$ cat src/design/kvt_pkg.sv
// Shared types and constants for the keyed value table.
package kvt_pkg;

    localparam int DEFAULT_DEPTH = 32;
    localparam int DATA_W        = 32;
    localparam int CMD_W         = 3;
    localparam int STATUS_W      = 2;
    localparam int RESULT_CNT_W  = 6;

    typedef enum logic [CMD_W-1:0] {
        CMD_INSERT    = 3'd0,
        CMD_ERASE_ALL = 3'd1,
        CMD_ERASE_ONE = 3'd2,
        CMD_CONTAINS  = 3'd3,
        CMD_COUNT     = 3'd4
    } cmd_t;

    typedef enum logic [STATUS_W-1:0] {
        STATUS_OK      = 2'd0,
        STATUS_MISSING = 2'd1,
        STATUS_FULL    = 2'd2,
        STATUS_DUP     = 2'd3
    } status_t;

    typedef enum logic {
        ST_IDLE = 1'b0,
        ST_SCAN = 1'b1
    } state_t;

    typedef struct packed {
        logic [CMD_W-1:0]         command;
        logic signed [DATA_W-1:0] item_value;
        logic signed [DATA_W-1:0] item_key;
    } req_item_t;

    typedef struct packed {
        status_t                 status;
        logic                    found;
        logic [RESULT_CNT_W-1:0] tally;
        logic [RESULT_CNT_W-1:0] occupancy;
    } rsp_item_t;

    // Command held steady for the whole walk down the chain.
    typedef struct packed {
        cmd_t                     cmd;
        logic signed [DATA_W-1:0] value;
        logic signed [DATA_W-1:0] key;
        logic                     ins_en;
    } query_t;

    // Flags carried by the token from cell to cell.
    typedef struct packed {
        logic active;
        logic found;
        logic dup;
        logic placed;
    } token_t;

    // Resolves a tentative insert once the whole chain has been checked.
    typedef struct packed {
        logic strobe;
        logic keep;
    } commit_t;

endpackage

$ cat src/design/kvt_cell.sv
// One table slot: holds an entry and processes the token as it passes by.
module kvt_cell #(
    parameter int CNT_W = 6
) (
    input  logic                  clk,
    input  logic                  rst_n,
    input  kvt_pkg::query_t       query,
    input  kvt_pkg::commit_t      commit,
    input  kvt_pkg::token_t       tok_in,
    input  logic [CNT_W-1:0]      tally_in,
    output kvt_pkg::token_t       tok_out,
    output logic [CNT_W-1:0]      tally_out
);

    logic                             valid_reg, valid_next;
    logic                             pend_reg, pend_next;
    logic signed [kvt_pkg::DATA_W-1:0] value_reg, value_next;
    logic signed [kvt_pkg::DATA_W-1:0] key_reg, key_next;
    kvt_pkg::token_t                  tok_reg, tok_next;
    logic [CNT_W-1:0]                 tally_reg, tally_next;
    logic                             hit_value;
    logic                             hit_key;

    assign hit_value = valid_reg && (value_reg == query.value);
    assign hit_key   = valid_reg && (key_reg == query.key);

    always_comb
    begin
        valid_next = valid_reg;
        pend_next  = pend_reg;
        value_next = value_reg;
        key_next   = key_reg;
        tok_next   = tok_in;
        tally_next = tally_in;

        // A slot claimed by an insert becomes live only if no duplicate turned up.
        if (commit.strobe && pend_reg)
        begin
            valid_next = commit.keep;
            pend_next  = 1'b0;
        end

        if (tok_in.active)
        begin
            unique case (query.cmd)
                kvt_pkg::CMD_INSERT:
                begin
                    if (hit_key)
                        tok_next.dup = 1'b1;
                    if (query.ins_en && !valid_reg && !tok_in.placed)
                    begin
                        value_next      = query.value;
                        key_next        = query.key;
                        pend_next       = 1'b1;
                        tok_next.placed = 1'b1;
                    end
                end
                kvt_pkg::CMD_ERASE_ALL:
                begin
                    if (hit_value)
                    begin
                        valid_next = 1'b0;
                        tally_next = tally_in + CNT_W'(1);
                    end
                end
                kvt_pkg::CMD_ERASE_ONE:
                begin
                    if (hit_key)
                    begin
                        valid_next     = 1'b0;
                        tok_next.found = 1'b1;
                    end
                end
                kvt_pkg::CMD_CONTAINS:
                begin
                    if (hit_key)
                        tok_next.found = 1'b1;
                end
                kvt_pkg::CMD_COUNT:
                begin
                    if (hit_value)
                        tally_next = tally_in + CNT_W'(1);
                end
                default:
                begin
                end
            endcase
        end
    end

    always_ff @(posedge clk or negedge rst_n)
    begin
        if (!rst_n)
        begin
            valid_reg <= 1'b0;
            pend_reg  <= 1'b0;
            tok_reg   <= '0;
        end
        else
        begin
            valid_reg <= valid_next;
            pend_reg  <= pend_next;
            tok_reg   <= tok_next;
        end
    end

    always_ff @(posedge clk)
    begin
        value_reg <= value_next;
        key_reg   <= key_next;
        tally_reg <= tally_next;
    end

    assign tok_out   = tok_reg;
    assign tally_out = tally_reg;

endmodule

$ cat src/design/keyed_value_table_core.sv
// Top level of the keyed value table: request control, cell chain and result stage.
//
//   channel | signals                   | direction | carries
//   --------+---------------------------+-----------+-------------------------------
//   req     | req_valid req_ready req   | in        | command, item_value, item_key
//   rsp     | rsp_valid rsp_ready rsp   | out       | status, found, tally, occupancy
//
// Each item walks a token through TABLE_DEPTH cells, one cell per cycle, and the
// result passes from the last cell into a holding register; req stays low while
// the scan runs, so a new item is accepted only after the previous one finished.
// Reset clears the entry count and the per-slot valid bits at once; no sweep.
// A finished result moves from the holding register into the output register;
// while rsp is stalled one more result waits behind it and holds req off.
module keyed_value_table_core #(
    parameter int TABLE_DEPTH = kvt_pkg::DEFAULT_DEPTH
) (
    input  logic               clk,
    input  logic               rst_n,
    input  logic               req_valid,
    output logic               req_ready,
    input  kvt_pkg::req_item_t req,
    output logic               rsp_valid,
    input  logic               rsp_ready,
    output kvt_pkg::rsp_item_t rsp
);

    localparam int CNT_W = $clog2(TABLE_DEPTH + 1);
    localparam int RW    = kvt_pkg::RESULT_CNT_W;

    kvt_pkg::state_t    state_reg, state_next;
    kvt_pkg::query_t    query_reg, query_next;
    logic               inj_reg;
    logic [CNT_W-1:0]   count_reg, count_next;
    kvt_pkg::rsp_item_t res_reg, res_next;
    logic               res_pend_reg;
    kvt_pkg::rsp_item_t out_reg;
    logic               out_valid_reg;

    kvt_pkg::token_t    tok [0:TABLE_DEPTH];
    logic [CNT_W-1:0]   tal [0:TABLE_DEPTH];
    kvt_pkg::commit_t   commit;

    logic               accept;
    logic               scan_done;
    kvt_pkg::token_t    tok_end;
    logic [CNT_W-1:0]   tally_end;
    logic               keep;
    logic [CNT_W+RW-1:0] tally_wide;
    logic [CNT_W+RW-1:0] occ_wide;

    // ------------------------------------------------------------------
    // Control
    // ------------------------------------------------------------------
    assign accept    = req_valid && req_ready;
    assign tok_end   = tok[TABLE_DEPTH];
    assign tally_end = tal[TABLE_DEPTH];
    assign scan_done = tok_end.active;

    always_comb
    begin
        state_next = state_reg;
        unique case (state_reg)
            kvt_pkg::ST_IDLE:
                if (accept)
                    state_next = kvt_pkg::ST_SCAN;
            kvt_pkg::ST_SCAN:
                if (scan_done)
                    state_next = kvt_pkg::ST_IDLE;
            default:
                state_next = kvt_pkg::ST_IDLE;
        endcase
    end

    always_comb
    begin
        req_ready = 1'b0;
        unique case (state_reg)
            kvt_pkg::ST_IDLE: req_ready = !res_pend_reg;
            kvt_pkg::ST_SCAN: req_ready = 1'b0;
            default:          req_ready = 1'b0;
        endcase
    end

    always_comb
    begin
        query_next = query_reg;
        if (accept)
        begin
            query_next.cmd    = kvt_pkg::cmd_t'(req.command);
            query_next.value  = req.item_value;
            query_next.key    = req.item_key;
            query_next.ins_en = count_reg < CNT_W'(TABLE_DEPTH);
        end
    end

    // ------------------------------------------------------------------
    // Cell chain
    // ------------------------------------------------------------------
    assign tok[0] = '{active: inj_reg, found: 1'b0, dup: 1'b0, placed: 1'b0};
    assign tal[0] = '0;

    assign keep          = (query_reg.cmd == kvt_pkg::CMD_INSERT) && query_reg.ins_en
                           && tok_end.placed && !tok_end.dup;
    assign commit        = '{strobe: scan_done, keep: keep};

    for (genvar g = 0; g < TABLE_DEPTH; g++)
    begin : g_cell
        kvt_cell #(
            .CNT_W (CNT_W)
        ) u_cell (
            .clk       (clk),
            .rst_n     (rst_n),
            .query     (query_reg),
            .commit    (commit),
            .tok_in    (tok[g]),
            .tally_in  (tal[g]),
            .tok_out   (tok[g+1]),
            .tally_out (tal[g+1])
        );
    end

    // ------------------------------------------------------------------
    // Result
    // ------------------------------------------------------------------
    always_comb
    begin
        count_next       = count_reg;
        res_next.status  = kvt_pkg::STATUS_OK;
        res_next.found   = 1'b0;
        res_next.tally   = '0;
        tally_wide       = {{RW{1'b0}}, tally_end};

        unique case (query_reg.cmd)
            kvt_pkg::CMD_INSERT:
            begin
                if (!query_reg.ins_en)
                    res_next.status = kvt_pkg::STATUS_FULL;
                else if (tok_end.dup)
                    res_next.status = kvt_pkg::STATUS_DUP;
                count_next = count_reg + CNT_W'(keep);
            end
            kvt_pkg::CMD_ERASE_ALL:
            begin
                res_next.tally = tally_wide[RW-1:0];
                count_next     = count_reg - tally_end;
            end
            kvt_pkg::CMD_ERASE_ONE:
            begin
                res_next.found = tok_end.found;
                if (!tok_end.found)
                    res_next.status = kvt_pkg::STATUS_MISSING;
                count_next = count_reg - CNT_W'(tok_end.found);
            end
            kvt_pkg::CMD_CONTAINS:
                res_next.found = tok_end.found;
            kvt_pkg::CMD_COUNT:
                res_next.tally = tally_wide[RW-1:0];
            default:
            begin
            end
        endcase

        occ_wide           = {{RW{1'b0}}, count_next};
        res_next.occupancy = occ_wide[RW-1:0];
    end

    // ------------------------------------------------------------------
    // Registers
    // ------------------------------------------------------------------
    always_ff @(posedge clk or negedge rst_n)
    begin
        if (!rst_n)
        begin
            state_reg     <= kvt_pkg::ST_IDLE;
            inj_reg       <= 1'b0;
            count_reg     <= '0;
            res_pend_reg  <= 1'b0;
            out_valid_reg <= 1'b0;
        end
        else
        begin
            state_reg <= state_next;
            inj_reg   <= accept;
            if (scan_done)
            begin
                count_reg    <= count_next;
                res_pend_reg <= 1'b1;
            end
            else if (res_pend_reg && (!out_valid_reg || rsp_ready))
                res_pend_reg <= 1'b0;

            if (res_pend_reg && (!out_valid_reg || rsp_ready))
                out_valid_reg <= 1'b1;
            else if (rsp_ready)
                out_valid_reg <= 1'b0;
        end
    end

    always_ff @(posedge clk)
    begin
        query_reg <= query_next;
        if (scan_done)
            res_reg <= res_next;
        if (res_pend_reg && (!out_valid_reg || rsp_ready))
            out_reg <= res_reg;
    end

    assign rsp_valid = out_valid_reg;
    assign rsp       = out_reg;

endmodule
$ cat config.mk
export PLATFORM = sky130hd
export DESIGN_NAME = keyed_value_table_core
export DESIGN_NICKNAME = d
export VERILOG_FILES = /design/src/design/kvt_pkg.sv /design/src/design/kvt_cell.sv /design/src/design/keyed_value_table_core.sv
export SDC_FILE = /design/constraint.sdc
export NUM_CORES = 2
export LEC_CHECK = 0
export BUFFER_PORTS_ARGS = -buffer_cell sky130_fd_sc_hd__buf_2
export CAP_MARGIN = 20
export CORE_MARGIN = 8
export CORE_UTILIZATION = 45
export CTS_CLUSTER_SIZE = 40
export DETAILED_ROUTE_END_ITERATION = 12
export PLACE_DENSITY = 0.58
export SYNTH_ARGS = -nofsm -noshare
export SYNTH_HDL_FRONTEND = slang
export SYNTH_SLANG_ARGS = --single-unit
$ cat constraint.sdc
create_clock -name clk -period 12.3 [get_ports clk]
set_input_delay 2.46 -clock clk [delete_from_list [all_inputs] [get_ports clk]]
set_output_delay 2.46 -clock clk [all_outputs]
set_load 0.02 [all_outputs]
==> impl_metrics.env <==
export IMPL_synth_yosys_seq_area_share=0.695
export IMPL_synth_edff_count=2146
export IMPL_critical_path_max_stage_delay_ns=0.95
export IMPL_synth_largest_type_area_fraction=0.613
export IMPL_period_needed_ns=4.19
export IMPL_grt_use_met1=0.298
export IMPL_deepest_clock_path_buffer_count=4
export IMPL_clk_root_buffer_cell="clkbuf_16"
export IMPL_p_leak_nw=40.1
export IMPL_finalWirelength_um=264000
export IMPL_die_height_um=499
export IMPL_io_buffers=87
export IMPL_numCtsBuffers=286
export IMPL_post_cts_resized=0
export IMPL_cts_tree="built"
export IMPL_maxSlewHeadroom=0.219
export IMPL_synth_avg_cell_area_um2=15.3
export IMPL_timing_clock_skew_ns=0.0432
export IMPL_crit_path_top_delay_cell="nor4_2"
export IMPL_detail_route_first_pass_iterations=6
export IMPL_drive_gt1_frac=0.0995
export IMPL_critical_path_startpoint_type="flop"
export IMPL_post_cts_hold_buffer_count=0
export IMPL_yosys_warnings=0
export IMPL_netlist_top_cells_area="edfxtp_1 61%, xor2_1 8.7%, xnor2_1 8.7%"
export IMPL_clk_latency_ns=0.91
export IMPL_top_usage_layer="met2"
export IMPL_area_of_combinational_cells_with_multiple_inputs_um2=30400
export IMPL_path_delay_family="buffers and inverters"
export IMPL_path_common_cell="buf_4"
export IMPL_critPathCaptureType="flop"
export IMPL_data_arrival_time_at_the_worst_slack_endpoint_ns=4.97
export IMPL_timing_critical_path_fanout_max=26
export IMPL_final_setup_viol_count=0
export IMPL_vdd_ir_drop_worst_uv=136
export IMPL_holdCritStartpoint="g_cell[29].u_cell.tok_out[3]"
export IMPL_grt_setup_unrepaired="false"
export IMPL_die_area_um2=249000
export IMPL_boundaryPins=88
export IMPL_post_synth_inst_count=6867
export IMPL_route_detailed_drc=0
export IMPL_synthesis_nets=6974
export IMPL_report_final_hold_viol_count=0
export IMPL_grt_pass1_wl_um=387000
export IMPL_finish_utilization=0.510
export IMPL_dpl_hpwl_um=149000
export IMPL_synth_cells_most_frequent="2146 x edfxtp_1, 1044 x xor2_1, 1043 x xnor2_1"
export IMPL_synth_area_leader_cell="edfxtp_1"
export IMPL_drv_slew=0
export IMPL_cp_data_required_time_ns=13.09
export IMPL_cts_post_setup_buffers_inserted=0
export IMPL_core_um2=232000
export IMPL_synthArstFlopShare=0.0800
export IMPL_final_setup_tns_ns=0
export IMPL_max_cap_viol_count=0
export IMPL_pin_count_of_the_biggest_net_entering_global_routing=72
export IMPL_worst_setup_hold_path_clk_slew_ns=0.06
export IMPL_grt_pass1_vias=56200
export IMPL_initial_core_util=0.452
export IMPL_power_per_cell_area_nw_per_um2=172
export IMPL_grt_overflow_total=0
export IMPL_dpl_cell_count=9864
export IMPL_worst_pin_slew_ns=1.16
export IMPL_p_total_w=0.0203
export IMPL_crit_reg2reg_launch="query_reg[36]"
export IMPL_cts_htree_levels=5
export IMPL_synth_ff_latch_count=2525
export IMPL_cts_num_sinks=2525
export IMPL_postRouteAntennaNets=0
export IMPL_final_fill_count=19100
export IMPL_vias_per_cell=5.46
export IMPL_outcome="completed"
export IMPL_postSynth_topFlopCell="edfxtp_1"
export IMPL_route_vias_total=56600
export IMPL_crit_start="query_reg[36]"
export IMPL_critical_path_cell_chain="buf_4 -> buf_4 -> buf_4 -> inv_1 -> a2111oi_0 -> nand4_1 -> nor4_2 -> and2_1 -> mux2_2"
export IMPL_fraction_of_the_cycle_the_final_worst_path_needs=0.340
export IMPL_worst_path_buf_inv=4
export IMPL_synth_distinct_cells=70
export IMPL_antenna_found_initial=8
export IMPL_mean_routed_wirelength_per_cell_um=25.5
export IMPL_synth_most_common_cell="edfxtp_1"
export IMPL_groute_layer_met2_usage=0.337
export IMPL_global_route_usage_total=0.207
export IMPL_drt_initial_drc_count=4429
export IMPL_fmax_mhz=239
export IMPL_num_nets_final=7217
export IMPL_ff_latch_area_um2=73000
export IMPL_globalplace_congestion=0.782
export IMPL_worst_setup_path_type="reg -> reg"
export IMPL_std_cell_rows=177
export IMPL_final_instance_count_excl_fill=10400
export IMPL_hold_path_class="reg -> reg"
export IMPL_flow_area_growth_from_synthesis_pct=12.7
export IMPL_netlist_area_um2=105000
export IMPL_gr_usage_met3=0.0297
export IMPL_die_width_um=499
==> routing by layer <==
| layer | up-vias | routed length [um] | share of wire |
|---|---|---|---|
| li1 | 25500 | - | - |
| met2 | 1374 | 124000 | 0.47 |
| met5 | - | 0 | 0 |
| met3 | 363 | 12700 | 0.048 |
| met4 | 0 | 5070 | 0.019 |
| met1 | 29300 | 123000 | 0.47 |
==> stage by stage <==
| stage | cell area, um^2 | hold WS, ns | setup WS [ns] |
|---|---|---|---|
| floorplan | 105000 | 0.373 | 3.93 |
| global route | 118000 | 0.434 | 7.99 |
| finish | 118000 | 0.409 | 8.11 |
| global placement | 110000 | 0.389 | 7.63 |
| detailed placement | 110000 | 0.401 | 7.54 |
| CTS | 118000 | 0.413 | 8.11 |
==> path summary, 6_finish.rpt <==
check	to	slack (ns)	cells after the start
min	g_cell[30].u_cell.tok_out[3]	0.41	0
max in group asynchronous	g_cell[15].u_cell.pend_reg	8.53	3
max	g_cell[10].u_cell.tally_out[1]	8.11	9
min reg2reg	g_cell[30].u_cell.tok_out[3]	0.41	0
min in group asynchronous	res_pend_reg	1.48	1
max reg2reg	g_cell[10].u_cell.tally_out[1]	8.11	9
==> cell type report <==
class,instances,area share
Sequential cell,2525,0.617
Multi-Input combinational cell,3960,0.257
Clock buffer,380,0.0662
Tap cell,3043,0.0322
Timing Repair Buffer,253,0.0173
Clock inverter,111,0.00786
Inverter,84,0.00266
Antenna cell,5,0.000106
==> power by group <==
part / internal (W) / switching, W
logic: 0.000741 / 0.00168
clock network: 0.00479 / 0.00329
registers: 0.00969 / 0.000140
total: 0.0152 / 0.00511
==> layout by cell type, fill, tap and decap left out, types with 14 or more instances in the layout <==
cell and count:
edfxtp_1 2146, xor2_1 1044, xnor2_1 1043, nand4_1 350
clkbuf_16 295, nor4_1 272, dfrtp_1 201, nand2_1 195
dfxtp_1 177, nand3_1 142, buf_4 136, nand2b_1 131
nor3_1 115, a21o_1 90, buf_2 87, inv_1 83
clkbuf_1 71, nor2_1 69, clkinv_1 47, clkinv_2 41
mux2_2 36, ha_1 35, nor2_4 33, o21bai_1 32
and3_1 32, buf_12 29, nand3b_1 28, mux2i_1 27
nor2b_1 26, or4_1 21, a31oi_1 21, o21ai_0 18
and2_1 18, a21oi_1 16, bufinv_16 16, o2111ai_1 14
clkbuf_8 14
==> cell families after synthesis <==
group | Yosys count | share of synthesized area
flops | 2525 | 0.695
buf+inv | 382 | 0.0184
mux | 64 | 0.00654
xor+xnor | 2087 | 0.174
compound gates | 275 | 0.0194
fa+ha+maj | 36 | 0.00436
simple gates | 1498 | 0.0823
Power figures use the tool's default switching activity.
